### config.mk
export PLATFORM = sky130hd
export DESIGN_NAME = led_frame_stream_deframer_unit_flat
export DESIGN_NICKNAME = d
export VERILOG_FILES = /design/src/lfd_pkg.sv /design/src/lfd_if.sv /design/src/lfd_datapath.sv /design/src/lfd_ctrl.sv /design/src/led_frame_stream_deframer_unit.sv /design/src/flat_wrapper.sv
export SDC_FILE = /design/constraint.sdc
export NUM_CORES = 1
export LEC_CHECK = 0
export BUFFER_PORTS_ARGS = -buffer_cell sky130_fd_sc_hd__buf_4
export CAP_MARGIN = 20
export CORE_MARGIN = 8
export CORE_UTILIZATION = 40
export DETAILED_ROUTE_END_ITERATION = 6
export GPL_TIMING_DRIVEN = 0
export PLACE_DENSITY = 0.66
export SYNTH_ARGS = -nofsm -noshare
export SYNTH_HDL_FRONTEND = slang
export SYNTH_SLANG_ARGS = --single-unit
### constraint.sdc
create_clock -name i_clk -period 6.13 [get_ports i_clk]
set_clock_uncertainty 0.1 [all_clocks]
set_input_delay 0.9195 -clock i_clk [delete_from_list [all_inputs] [get_ports i_clk]]
set_output_delay 0.9195 -clock i_clk [all_outputs]
set_load 0.05 [all_outputs]
### src/lfd_pkg.sv
// Package for the LED frame stream deframer.
// Holds the controller state, result kinds and the command/status structs.
// No dependencies.
`default_nettype none

package lfd_pkg;

    typedef enum logic [2:0] {
        ST_HEADER,
        ST_LENGTH,
        ST_RED,
        ST_GREEN,
        ST_BLUE,
        ST_EMIT
    } t_state;

    typedef enum logic [2:0] {
        KIND_PIXEL   = 3'd0,
        KIND_VERSION = 3'd1,
        KIND_SCALE   = 3'd2,
        KIND_LENGTH  = 3'd3,
        KIND_TOOLONG = 3'd4
    } t_kind;

    typedef struct packed {
        logic  load_scale;
        logic  load_length;
        logic  load_red;
        logic  load_green;
        logic  load_blue;
        logic  emit_pixel;
        logic  emit_error;
        t_kind err_kind;
    } t_dp_cmd;

    typedef struct packed {
        logic version_ok;
        logic scale_zero;
        logic length_zero;
        logic too_long;
        logic pix_last;
        logic final_pixel;
        logic out_free;
    } t_dp_status;

endpackage

`default_nettype wire

### src/lfd_if.sv
// Valid/ready channel interfaces for the deframer: stream bytes in, results out.
// No dependencies.
`default_nettype none

interface lfd_byte_if;
    logic       valid;
    logic       ready;
    logic [7:0] stream_byte;

    modport source (output valid, output stream_byte, input ready);
    modport sink (input valid, input stream_byte, output ready);
endinterface

interface lfd_result_if;
    logic       valid;
    logic       ready;
    logic [2:0] kind;
    logic [6:0] led_index;
    logic [7:0] red;
    logic [7:0] green;
    logic [7:0] blue;
    logic       frame_done;
    logic       last;

    modport source (output valid, output kind, output led_index, output red, output green,
                    output blue, output frame_done, output last, input ready);
    modport sink (input valid, input kind, input led_index, input red, input green,
                  input blue, input frame_done, input last, output ready);
endinterface

`default_nettype wire

### src/lfd_datapath.sv
// Deframer datapath: version register, frame counters, held colors, result register.
// Depends on lfd_pkg.
`default_nettype none

module lfd_datapath #(
    parameter int LED_COUNT = 128
) (
    input  wire                  i_clk,
    input  wire                  i_rst_n,
    input  wire                  i_cfg_wr_en,
    input  wire  [3:0]           i_cfg_wr_data,
    input  wire  [7:0]           i_stream_byte,
    input  wire                  i_out_ready,
    input  lfd_pkg::t_dp_cmd     i_cmd,
    output lfd_pkg::t_dp_status  o_status,
    output logic                 o_out_valid,
    output logic [2:0]           o_kind,
    output logic [6:0]           o_led_index,
    output logic [7:0]           o_red,
    output logic [7:0]           o_green,
    output logic [7:0]           o_blue,
    output logic                 o_frame_done,
    output logic                 o_last
);

    localparam int CntW = $clog2(LED_COUNT + 1);
    localparam int CmpW = (CntW > 12) ? CntW : 12;

    logic [3:0]    r_version;
    logic [3:0]    r_scale;
    logic [7:0]    r_pixels_left;
    logic [6:0]    r_base;
    logic [3:0]    r_cnt;
    logic [7:0]    r_red_hold;
    logic [7:0]    r_green_hold;
    logic [7:0]    r_blue_hold;
    logic          r_out_valid;
    lfd_pkg::t_kind r_kind;
    logic [6:0]    r_index;
    logic [7:0]    r_red;
    logic [7:0]    r_green;
    logic [7:0]    r_blue;
    logic          r_done;
    logic          r_last;

    logic [CmpW-1:0] prod;
    logic            out_free;

    assign prod     = CmpW'(i_stream_byte) * CmpW'(r_scale);
    assign out_free = !r_out_valid || i_out_ready;

    always_comb begin
        o_status.version_ok  = (i_stream_byte[7:4] == r_version);
        o_status.scale_zero  = (i_stream_byte[3:0] == 4'd0);
        o_status.length_zero = (i_stream_byte == 8'd0);
        o_status.too_long    = (prod > CmpW'(LED_COUNT));
        o_status.pix_last    = (r_cnt == (r_scale - 4'd1));
        o_status.final_pixel = (r_pixels_left <= 8'd1);
        o_status.out_free    = out_free;
    end

    always_ff @(posedge i_clk) begin
        if (!i_rst_n) begin
            r_version   <= 4'd0;
            r_out_valid <= 1'b0;
        end else begin
            if (i_cfg_wr_en) begin
                r_version <= i_cfg_wr_data;
            end
            if (i_cmd.emit_pixel || i_cmd.emit_error) begin
                r_out_valid <= 1'b1;
            end else if (i_out_ready) begin
                r_out_valid <= 1'b0;
            end
        end
    end

    always_ff @(posedge i_clk) begin
        if (i_cmd.load_scale) begin
            r_scale <= i_stream_byte[3:0];
        end
        if (i_cmd.load_length) begin
            r_pixels_left <= i_stream_byte;
            r_base        <= 7'd0;
        end
        if (i_cmd.load_red) begin
            r_red_hold <= i_stream_byte;
        end
        if (i_cmd.load_green) begin
            r_green_hold <= i_stream_byte;
        end
        if (i_cmd.load_blue) begin
            r_blue_hold <= i_stream_byte;
            r_cnt       <= 4'd0;
        end
        if (i_cmd.emit_pixel) begin
            r_kind  <= lfd_pkg::KIND_PIXEL;
            r_index <= r_base + 7'(r_cnt);
            r_red   <= r_red_hold;
            r_green <= r_green_hold;
            r_blue  <= r_blue_hold;
            r_done  <= o_status.pix_last && o_status.final_pixel;
            r_last  <= o_status.pix_last;
            r_cnt   <= r_cnt + 4'd1;
            if (o_status.pix_last) begin
                r_base        <= r_base + 7'(r_scale);
                r_pixels_left <= r_pixels_left - 8'd1;
            end
        end else if (i_cmd.emit_error) begin
            r_kind  <= i_cmd.err_kind;
            r_index <= 7'd0;
            r_red   <= 8'd0;
            r_green <= 8'd0;
            r_blue  <= 8'd0;
            r_done  <= 1'b0;
            r_last  <= 1'b1;
        end
    end

    assign o_out_valid  = r_out_valid;
    assign o_kind       = r_kind;
    assign o_led_index  = r_index;
    assign o_red        = r_red;
    assign o_green      = r_green;
    assign o_blue       = r_blue;
    assign o_frame_done = r_done;
    assign o_last       = r_last;

`ifndef NO_ASSERTIONS
    a_cnt_in_range: assert property (@(posedge i_clk) disable iff (!i_rst_n)
        i_cmd.emit_pixel |-> (r_cnt < r_scale))
        else $error("pixel count beyond scale");
    a_done_is_last: assert property (@(posedge i_clk) disable iff (!i_rst_n)
        (r_out_valid && r_done) |-> r_last)
        else $error("frame_done without last");
    a_no_overwrite: assert property (@(posedge i_clk) disable iff (!i_rst_n)
        (i_cmd.emit_pixel || i_cmd.emit_error) |-> out_free)
        else $error("result register overwritten");
`endif

endmodule

`default_nettype wire

### src/lfd_ctrl.sv
// Deframer controller: parse-phase state machine and pixel fan-out sequencing.
// Depends on lfd_pkg.
`default_nettype none

module lfd_ctrl (
    input  wire                  i_clk,
    input  wire                  i_rst_n,
    input  wire                  i_in_valid,
    input  lfd_pkg::t_dp_status  i_status,
    output logic                 o_in_ready,
    output lfd_pkg::t_dp_cmd     o_cmd
);

    lfd_pkg::t_state r_state;
    lfd_pkg::t_state n_state;
    logic            accept;

    always_ff @(posedge i_clk) begin
        if (!i_rst_n) begin
            r_state <= lfd_pkg::ST_HEADER;
        end else begin
            r_state <= n_state;
        end
    end

    always_comb begin
        n_state    = r_state;
        o_cmd      = '0;
        o_cmd.err_kind = lfd_pkg::KIND_PIXEL;
        o_in_ready = i_rst_n && (r_state != lfd_pkg::ST_EMIT) && i_status.out_free;
        accept     = i_in_valid && o_in_ready;
        case (r_state)
            lfd_pkg::ST_HEADER: begin
                if (accept) begin
                    if (!i_status.version_ok) begin
                        o_cmd.emit_error = 1'b1;
                        o_cmd.err_kind   = lfd_pkg::KIND_VERSION;
                    end else if (i_status.scale_zero) begin
                        o_cmd.emit_error = 1'b1;
                        o_cmd.err_kind   = lfd_pkg::KIND_SCALE;
                    end else begin
                        o_cmd.load_scale = 1'b1;
                        n_state          = lfd_pkg::ST_LENGTH;
                    end
                end
            end
            lfd_pkg::ST_LENGTH: begin
                if (accept) begin
                    if (i_status.length_zero) begin
                        o_cmd.emit_error = 1'b1;
                        o_cmd.err_kind   = lfd_pkg::KIND_LENGTH;
                        n_state          = lfd_pkg::ST_HEADER;
                    end else if (i_status.too_long) begin
                        o_cmd.emit_error = 1'b1;
                        o_cmd.err_kind   = lfd_pkg::KIND_TOOLONG;
                        n_state          = lfd_pkg::ST_HEADER;
                    end else begin
                        o_cmd.load_length = 1'b1;
                        n_state           = lfd_pkg::ST_RED;
                    end
                end
            end
            lfd_pkg::ST_RED: begin
                if (accept) begin
                    o_cmd.load_red = 1'b1;
                    n_state        = lfd_pkg::ST_GREEN;
                end
            end
            lfd_pkg::ST_GREEN: begin
                if (accept) begin
                    o_cmd.load_green = 1'b1;
                    n_state          = lfd_pkg::ST_BLUE;
                end
            end
            lfd_pkg::ST_BLUE: begin
                if (accept) begin
                    o_cmd.load_blue = 1'b1;
                    n_state         = lfd_pkg::ST_EMIT;
                end
            end
            lfd_pkg::ST_EMIT: begin
                if (i_status.out_free) begin
                    o_cmd.emit_pixel = 1'b1;
                    if (i_status.pix_last) begin
                        n_state = i_status.final_pixel ? lfd_pkg::ST_HEADER
                                                       : lfd_pkg::ST_RED;
                    end
                end
            end
            default: begin
                n_state = lfd_pkg::ST_HEADER;
            end
        endcase
    end

`ifndef NO_ASSERTIONS
    a_cmd_onehot: assert property (@(posedge i_clk) disable iff (!i_rst_n)
        $onehot0({o_cmd.load_scale, o_cmd.load_length, o_cmd.load_red, o_cmd.load_green,
                  o_cmd.load_blue, o_cmd.emit_pixel, o_cmd.emit_error}))
        else $error("more than one datapath command");
    a_emit_blocks_input: assert property (@(posedge i_clk) disable iff (!i_rst_n)
        o_cmd.emit_pixel |-> !o_in_ready)
        else $error("input taken during pixel fan-out");
    a_blue_to_emit: assert property (@(posedge i_clk) disable iff (!i_rst_n)
        o_cmd.load_blue |=> (r_state == lfd_pkg::ST_EMIT))
        else $error("blue byte did not start fan-out");
`endif

endmodule

`default_nettype wire

### src/led_frame_stream_deframer_unit.sv
// LED frame stream deframer, top level.
// Header, length, red and green bytes are taken only while the result register is free; an
// error result is out in the cycle after its byte. A blue byte starts a fan-out of scale
// pixel results through the single result register, with no byte taken until it is done.
// Synchronous active-low reset: parser waits for a header, version register is 0.
// Depends on lfd_pkg, lfd_if, lfd_datapath and lfd_ctrl.
`default_nettype none

module led_frame_stream_deframer_unit #(
    parameter int LED_COUNT = 128
) (
    input  wire          i_clk,
    input  wire          i_rst_n,
    input  wire          i_cfg_wr_en,
    input  wire  [3:0]   i_cfg_wr_data,
    lfd_byte_if.sink     i_in,
    lfd_result_if.source o_out
);

    lfd_pkg::t_dp_cmd    cmd;
    lfd_pkg::t_dp_status status;
    logic                in_ready;

    lfd_ctrl u_ctrl (
        .i_clk      (i_clk),
        .i_rst_n    (i_rst_n),
        .i_in_valid (i_in.valid),
        .i_status   (status),
        .o_in_ready (in_ready),
        .o_cmd      (cmd)
    );

    lfd_datapath #(
        .LED_COUNT (LED_COUNT)
    ) u_datapath (
        .i_clk         (i_clk),
        .i_rst_n       (i_rst_n),
        .i_cfg_wr_en   (i_cfg_wr_en),
        .i_cfg_wr_data (i_cfg_wr_data),
        .i_stream_byte (i_in.stream_byte),
        .i_out_ready   (o_out.ready),
        .i_cmd         (cmd),
        .o_status      (status),
        .o_out_valid   (o_out.valid),
        .o_kind        (o_out.kind),
        .o_led_index   (o_out.led_index),
        .o_red         (o_out.red),
        .o_green       (o_out.green),
        .o_blue        (o_out.blue),
        .o_frame_done  (o_out.frame_done),
        .o_last        (o_out.last)
    );

    assign i_in.ready = in_ready;

endmodule

`default_nettype wire
### src/flat_wrapper.sv
// flat-port wrapper written by rule: the top's interface ports become plain ports
module led_frame_stream_deframer_unit_flat 
#(
    parameter int LED_COUNT = 128
)
  (i_clk, i_rst_n, i_cfg_wr_en, i_cfg_wr_data, i_in_valid, i_in_stream_byte, i_in_ready, o_out_valid, o_out_kind, o_out_led_index, o_out_red, o_out_green, o_out_blue, o_out_frame_done, o_out_last, o_out_ready);
  lfd_byte_if i_in_i ();
  lfd_result_if o_out_i ();
  input  wire i_clk;
  input  wire i_rst_n;
  input  wire i_cfg_wr_en;
  input  wire  [3:0] i_cfg_wr_data;
  input wire logic [$bits(i_in_i.valid)-1:0] i_in_valid;
  input wire logic [$bits(i_in_i.stream_byte)-1:0] i_in_stream_byte;
  output wire logic [$bits(i_in_i.ready)-1:0] i_in_ready;
  output wire logic [$bits(o_out_i.valid)-1:0] o_out_valid;
  output wire logic [$bits(o_out_i.kind)-1:0] o_out_kind;
  output wire logic [$bits(o_out_i.led_index)-1:0] o_out_led_index;
  output wire logic [$bits(o_out_i.red)-1:0] o_out_red;
  output wire logic [$bits(o_out_i.green)-1:0] o_out_green;
  output wire logic [$bits(o_out_i.blue)-1:0] o_out_blue;
  output wire logic [$bits(o_out_i.frame_done)-1:0] o_out_frame_done;
  output wire logic [$bits(o_out_i.last)-1:0] o_out_last;
  input wire logic [$bits(o_out_i.ready)-1:0] o_out_ready;
  assign i_in_i.valid = i_in_valid;
  assign i_in_i.stream_byte = i_in_stream_byte;
  assign i_in_ready = i_in_i.ready;
  assign o_out_valid = o_out_i.valid;
  assign o_out_kind = o_out_i.kind;
  assign o_out_led_index = o_out_i.led_index;
  assign o_out_red = o_out_i.red;
  assign o_out_green = o_out_i.green;
  assign o_out_blue = o_out_i.blue;
  assign o_out_frame_done = o_out_i.frame_done;
  assign o_out_last = o_out_i.last;
  assign o_out_i.ready = o_out_ready;
  led_frame_stream_deframer_unit #(.LED_COUNT(LED_COUNT)) u_core (.i_clk(i_clk), .i_rst_n(i_rst_n), .i_cfg_wr_en(i_cfg_wr_en), .i_cfg_wr_data(i_cfg_wr_data), .i_in(i_in_i), .o_out(o_out_i));
endmodule
==> results of run 1 <==
==> worst paths after layout <==
check / endpoint / slack, ns / cells after the start
setup / recovery: u_core.u_datapath.o_led_index[5]$_SDFFCE_PN0P_ / 0.74 / 15
hold / removal: u_core.u_datapath.o_kind[0]$_SDFFE_PP0P_ / 0.38 / 2
setup reg to reg: u_core.u_datapath.o_led_index[5]$_SDFFCE_PN0P_ / 0.89 / 14
hold reg to reg: u_core.u_datapath.o_kind[0]$_SDFFE_PP0P_ / 0.38 / 2
==> tightest hold or removal path, stage by stage, from the launching register on <==
cell	delay, ns
dfxtp_1	0.32
nand2_1	0.06
o21ai_1	0.05
==> per-stage QoR <==
stage | hold WS [ns] | total power [W] | worst slack, ns
after global routing | 0.410 | 0.00150 | 0.401
after CTS | 0.388 | 0.00146 | 0.734
after floorplan | 0.345 | 0.000834 | 0.912
after detailed placement | 0.376 | 0.000899 | 0.376
final | 0.381 | 0.00145 | 0.742
after global placement | 0.360 | 0.000892 | 0.0183
==> flip-flops by register name (all words and copies together), names as in the netlist <==
signal / count
u_core.u_datapath.o_blue: 8
u_core.u_datapath.r_version: 4
u_core.u_datapath.o_led_index: 7
u_core.u_datapath.o_frame_done: 1
u_core.u_datapath.r_scale: 4
u_core.u_datapath.o_out_valid: 1
u_core.u_datapath.o_red: 8
u_core.u_datapath.r_pixels_left: 8
u_core.u_datapath.o_green: 8
u_core.u_datapath.o_kind: 3
u_core.u_datapath.r_blue_hold: 8
u_core.u_datapath.r_cnt: 4
u_core.u_datapath.r_base: 7
u_core.u_datapath.r_green_hold: 8
u_core.u_datapath.r_red_hold: 8
u_core.u_ctrl.r_state: 3
u_core.u_datapath.o_last: 1
==> power groups by stage <==
stage / sequential, W / clock [W] / combinational, W
final: 0.000676 / 0.000561 / 0.000209
after global routing: 0.000678 / 0.000595 / 0.000227
after CTS: 0.000677 / 0.000572 / 0.000209
after detailed placement: 0.000690 / 0 / 0.000209
after global placement: 0.000691 / 0 / 0.000201
after floorplan: 0.000728 / 0 / 0.000106
==> kinds of logic after synthesis <==
family	synth area share
DFF	0.482
and+or+nand+nor	0.201
adders and majority gates	0.123
xor gates and xnor gates	0.0405
muxes	0.00781
buffers and inverters	0.0415
AOI/OAI and AO/OA	0.105
==> synth_stat cells (10+ instances only) <==
library cell,instances
a21oi_1,20
and2_1,53
dfxtp_1,26
edfxtp_1,65
fa_1,14
ha_1,28
inv_1,42
nand2_1,34
nand3_1,11
nor2_1,22
nor2b_1,12
nor3_1,10
o21ai_0,13
xor2_1,15
==> layout make-up <==
type	count	area, um2
multi-input combinational	326	2440
clock buffer	9	225
sequential	91	2470
inverter	42	158
clock inverter	7	82.6
fill	1151	6500
buffer	12	55.1
timing repair buffer	54	413
tap	172	215
==> cells in the final DEF, fill, tap and decap left out, drive strengths merged, types with 5 or more instances in the layout <==
cell type / count
fa: 14
nand2b: 6
ha: 28
nand2: 34
inv: 45
nor3: 11
o21ai: 15
xnor2: 6
nor2b: 12
dfxtp: 26
buf: 57
xor2: 15
a21oi: 20
nand3: 13
clkbuf: 18
nor2: 23
edfxtp: 65
nor4: 5
and2: 53
or3: 6
==> per-layer routing <==
metal | GRT usage | vias up | routed length [um]
li1 | - | 1798 | -
met1 | 0.153 | 1745 | 4740
met2 | 0.224 | 77 | 5220
met3 | 0.0288 | 21 | 492
met4 | 0.0581 | 0 | 228
met5 | 0 | - | 0
==> out/qor.yml, run 1 <==
sta:
  fin_crit_sh: 0.879
  grt_setup_unrepaired: "no"
  final-max-slew-violation-count: 0
  fmax_ghz: 0.186
  final-setup-viol-count: 0
  slew_hr: 0.246
  setup-tns-final_ns: 0
  timing.final.crit_period_ns: 5.39
  max_slew.worst_pin.slew_ns: 1.12
  report.final.hold_viol_count: 0
worst_hold_path:
  min-delay-path-class: "reg2reg"
  hold_path.startpoint: "u_core.u_datapath.o_kind[0]$_SDFFE_PP0P_"
logic_synthesis:
  synth_seq_cells: 91
  netlist-cell-type-count: 66
  syn-mean-instance-area_um2: 10.9
  post-synth-top-area-fraction: 0.381
  netlist_top_cells_area: "edfxtp_1 38%, dfxtp_1 10%, ha_1 6.8%"
  number_of_enable_flip_flop_cells_after_synthesis: 65
  yosys_warnings: 0
  post_synth_instance_area_um2: 5130
  ys.flop_type: "edfxtp_1"
  async_reset_ff_frac: 0
  synth_cells: 471
  seq_area_frac_synth: 0.482
  synth_top_cell_by_area: "edfxtp_1"
  synth_fp_nets: 530
worst_setup_path:
  worstSetupEndpointType: "flop"
  path_max_fanout: 22
  crit_chain: "buf_4 -> nand2_1 -> fa_1 -> inv_1 -> fa_1 -> inv_1 -> fa_1 -> nand2b_1 -> a211oi_2 -> nor4_1 -> a311oi_1 -> nand2_1 -> o31a_2 -> nand2b_1 -> buf_8"
  path_delay_family: "adder cells"
  max_stage_delay_ns: 0.58
  worstPathArrival_ns: 5.38
  crit_path_start: "i_in_stream_byte[0]"
  timing.critical_path.buf_inv: 4
  worst_path_max_delay_cell: "fa_1"
  critPathKind: "in2reg"
  critPathLaunchType: "primary input"
  timing.critical_path.required_ns: 6.12
  timing.critical_path.mode_cell: "fa_1"
  critical_path.reg2reg.startpoint: "u_core.u_datapath.r_scale[3]$_DFFE_PP_"
placed_design:
  detailedPlacementHpwl_mm: 8.09
  cell_area_placed_um2: 5760
  finalWeightedCongestion: 0.899
  dp_cells: 697
  placement.io_buffers: 52
cells_and_area:
  post-route-util: 0.483
  area_delta_synth_final_pct: 18.2
  finalNonFillerCells: 713
  diodes: 0
  final_design_area_no_fill_um2: 6060
  layout-drive-gt1-share: 0.174
  final_net_count: 595
power_and_ir_drop:
  power_switching_w: 0.000382
  share_comb_of_total_power: 0.144
  power_frac_seq: 0.468
  pwr_density_cell_nw_per_um2: 238
  internal_power_summed_over_all_cells_w: 0.00106
  worst_ir_drop_vdd_uv: 135
  clock_power_share: 0.388
  sw_frac_of_total: 0.264
  p_leak_nw: 2.42
drt:
  wl_mm: 10.7
  remaining_drc_errors: 0
  detail_route.wl_per_cell_um: 15.0
  post_drt_via_cell_ratio: 5.11
  detailedRoute.firstIterationViolations: 142
  detailedRoute.firstPassIterationCount: 4
  route.vias.total: 3641
  ant_nets: 0
clock_tree:
  clock_insertion_delay_worst_skew_ns: 0.34
  cts.root.buffer_cell: "clkbuf_16"
  post_cts_hold_buffer_count: 0
  post_cts_resized: 0
  clk_transition_reported_paths_ns: 0.07
  postCtsSetupRepairBufs: 0
  cts_inserted_buffers: 9
  clock_tree.htree_level_count: 3
  clkSinkCount: 91
  cts_tree: "built"
  cts.path.max_buffers: 2
global_route:
  grt_first_pass_wirelength_mm: 17.3
  grt_pass1_vias: 3613
  grtUsageTotal: 0.130
  grt_start_max_net_pins: 23
  globalRoute.totalOverflow: 0
  grt_antenna_before_repair: 0
floorplan:
  row_count: 41
  floorplan.initialDensity: 0.408
  fp.dieArea_um2: 16700
  die_x_um: 129
  die_height_um: 129
  floorplan.io_pins: 55
  placeableCoreArea_um2: 12600
status:
  status: "completed"
run:
  cap_violations: 0
No activity file was read; power rests on OpenSTA's default activity.
==> inputs of run 2 (changes only) <==
--- a/config.mk
+++ b/config.mk
@@ -7,6 +7,7 @@
 export LEC_CHECK = 0
 export BUFFER_PORTS_ARGS = -buffer_cell sky130_fd_sc_hd__buf_4
 export CAP_MARGIN = 20
+export CORE_ASPECT_RATIO = 1.1
 export CORE_MARGIN = 8
 export CORE_UTILIZATION = 40
 export DETAILED_ROUTE_END_ITERATION = 6
==> out/qor.yml, run 2 (synthesis results as in run 1) <==
clock_tree:
  clock_insertion_delay_worst_skew_ns: 0.34  # about the same
  cts.path.max_buffers: 2  # unchanged
  cts.root.buffer_cell: "clkbuf_16"
  postCtsSetupRepairBufs: 0  # unchanged
  cts_inserted_buffers: 9  # unchanged
  clkSinkCount: 91  # unchanged
  cts_tree: "built"
  clk_transition_reported_paths_ns: 0.06  # about the same
  post_cts_resized: 0  # unchanged
  clock_tree.htree_level_count: 3  # unchanged
  post_cts_hold_buffer_count: 0  # unchanged
global_route:
  grt_start_max_net_pins: 34  # +48%
  grtUsageTotal: 0.132  # +0.00192
  globalRoute.totalOverflow: 0  # unchanged
  grt_antenna_before_repair: 0  # unchanged
  grt_first_pass_wirelength_mm: 17.6  # +1.8%
  grt_pass1_vias: 3607  # -0.17%
worst_setup_path:
  worstSetupEndpointType: "flop"
  timing.critical_path.required_ns: 5.94  # -0.18 ns
  timing.reg2reg.worst_path_depth: 13  # -1
  critical_path.endpoint: "u_core.u_datapath.o_led_index[1]$_SDFFCE_PN0P_"
  critPathKind: "in2reg"
  rrSetupSlack_ns: 0.99  # +0.10 ns
  crit_path_start: "i_in_stream_byte[0]"
  regToRegEndpoint: "u_core.u_datapath.o_led_index[1]$_SDFFCE_PN0P_"
  critPathLaunchType: "primary input"
  path_max_fanout: 33  # +50%
  worstPathArrival_ns: 5.12  # -0.26 ns
  critical_path.reg2reg.startpoint: "u_core.u_datapath.r_scale[3]$_DFFE_PP_"
drt:
  ant_nets: 0  # unchanged
  remaining_drc_errors: 0  # unchanged
  route.vias.total: 3650  # +0.25%
  detailedRoute.firstIterationViolations: 182  # +28%
  detail_route.wl_per_cell_um: 15.3  # +2.4%
  detailedRoute.firstPassIterationCount: 4  # unchanged
  post_drt_via_cell_ratio: 5.22  # +2.3%
  wl_mm: 10.7  # +0.41%
sta:
  max_slew.worst_pin.slew_ns: 0.801  # -0.321 ns
  grt_setup_unrepaired: "no"
  fin_crit_sh: 0.867  # -0.0116
  timing.final.crit_period_ns: 5.32  # -0.0714 ns
  setup_ws_ns: 0.813  # +0.0714 ns
  final-max-slew-violation-count: 0  # unchanged
  setup-tns-final_ns: 0  # unchanged
  final-setup-viol-count: 0  # unchanged
  fmax_ghz: 0.188  # +1.3%
  slew_hr: 0.466  # +0.220
  report.final.hold_viol_count: 0  # unchanged
power_and_ir_drop:
  total_power_w: 0.00145  # about the same
  worst_ir_drop_vdd_uv: 170  # +26%
  sw_frac_of_total: 0.254  # -0.0102
  power_switching_w: 0.000367  # -3.8%
  share_comb_of_total_power: 0.142  # -0.002
  power_frac_seq: 0.468  # about the same
  pwr_density_cell_nw_per_um2: 239  # +0.29%
  clock_power_share: 0.391  # +0.003
  p_leak_nw: 2.42  # -0.20%
  internal_power_summed_over_all_cells_w: 0.00108  # +1.5%
placed_design:
  dp_cells: 680  # -2.4%
  detailedPlacementHpwl_mm: 8.06  # -0.36%
  setup_slack_at_placement_ns: 0.409  # +0.0330 ns
  placement.io_buffers: 52  # unchanged
  finalWeightedCongestion: 0.839  # -6.7%
cells_and_area:
  final_net_count: 596  # +0.17%
  fill_cells: 1196  # +3.9%
  mostFrequentLayoutCell: "edfxtp_1"
  finalNonFillerCells: 699  # -2.0%
  diodes: 0  # unchanged
  area_delta_synth_final_pct: 18.0
  layout-drive-gt1-share: 0.177  # +0.00337
  layout.cells.most_common_list: "65 x edfxtp_1, 53 x and2_1, 52 x buf_4"
floorplan:
  floorplan.initialDensity: 0.407  # -0.000689
  row_count: 43  # +4.9%
  die_x_um: 124  # -4.1%
  placeableCoreArea_um2: 12600  # +0.17%
  floorplan.io_pins: 55  # unchanged
  die_height_um: 135  # +4.3%
  fp.dieArea_um2: 16700  # about the same
run:
  cap_violations: 0  # unchanged
status:
  status: "completed"
worst_hold_path:
  min-delay-path-class: "reg2reg"
## run 2: per-layer routing
layer / track usage / up-vias / part of all wire
met4: 0.0529 / 0 / 0.021
met5: 0 / - / 0
met1: 0.166 / 1744 / 0.42
li1: - / 1799 / -
met3: 0.0234 / 15 / 0.062
met2: 0.220 / 92 / 0.50
## run 2: worst min-delay path by stage
stage                                               start                                         end  slack, ns  depth (start not counted)
2_1_floorplan  u_core.u_datapath.r_pixels_left[6]$_DFF_P_  u_core.u_datapath.r_pixels_left[6]$_DFF_P_       0.35                          2
3_3_place_gp     u_core.u_datapath.o_kind[0]$_SDFFE_PP0P_    u_core.u_datapath.o_kind[0]$_SDFFE_PP0P_       0.35                          2
3_5_place_dp     u_core.u_datapath.o_kind[1]$_SDFFE_PP0P_    u_core.u_datapath.o_kind[1]$_SDFFE_PP0P_       0.35                          2
4_1_cts          u_core.u_datapath.o_kind[1]$_SDFFE_PP0P_    u_core.u_datapath.o_kind[1]$_SDFFE_PP0P_       0.36                          2
5_1_grt          u_core.u_datapath.o_kind[1]$_SDFFE_PP0P_    u_core.u_datapath.o_kind[1]$_SDFFE_PP0P_       0.38                          2
6_report         u_core.u_datapath.o_kind[1]$_SDFFE_PP0P_    u_core.u_datapath.o_kind[1]$_SDFFE_PP0P_       0.35                          2
## run 2: critical path, cell delays in order
cell      delay [ns]
buf_4           0.18
nand2_1         0.10
fa_1            0.56
inv_1           0.06
fa_1            0.58
inv_1           0.07
fa_1            0.44
nand2b_1        0.19
a211oi_2        0.25
nor4_1          0.07
a311oi_1        0.48
nand2_1         0.23
o31a_2          0.41
nand2b_2        0.57
## run 2: through the flow
stage	instance area, um2	util	hold WS [ns]
after floorplan	5130	-	0.345
after global placement	5720	0.454	0.355
after detailed placement	5720	0.454	0.346
after CTS	6030	0.479	0.356
after global routing	6050	0.481	0.377
final	6050	0.481	0.353
## run 2: final cells by class
type                       count  area, um2  area share
tap                          157        196      0.0325
inverter                      42        158      0.0260
sequential                    91       2470       0.409
buffer                        12       55.1     0.00910
timing repair buffer          55        410      0.0678
clock inverter                 5       61.3      0.0101
multi-input combinational    326       2450       0.404
clock buffer                  11        253      0.0418
## run 2: power by group through the flow
stage / Combinational (W) / Sequential [W] / Clock (W)
after floorplan: 0.000106 / 0.000728 / 0
after global placement: 0.000202 / 0.000690 / 0
after detailed placement: 0.000205 / 0.000691 / 0
after CTS: 0.000206 / 0.000677 / 0.000572
after global routing: 0.000227 / 0.000678 / 0.000598
final: 0.000205 / 0.000677 / 0.000565
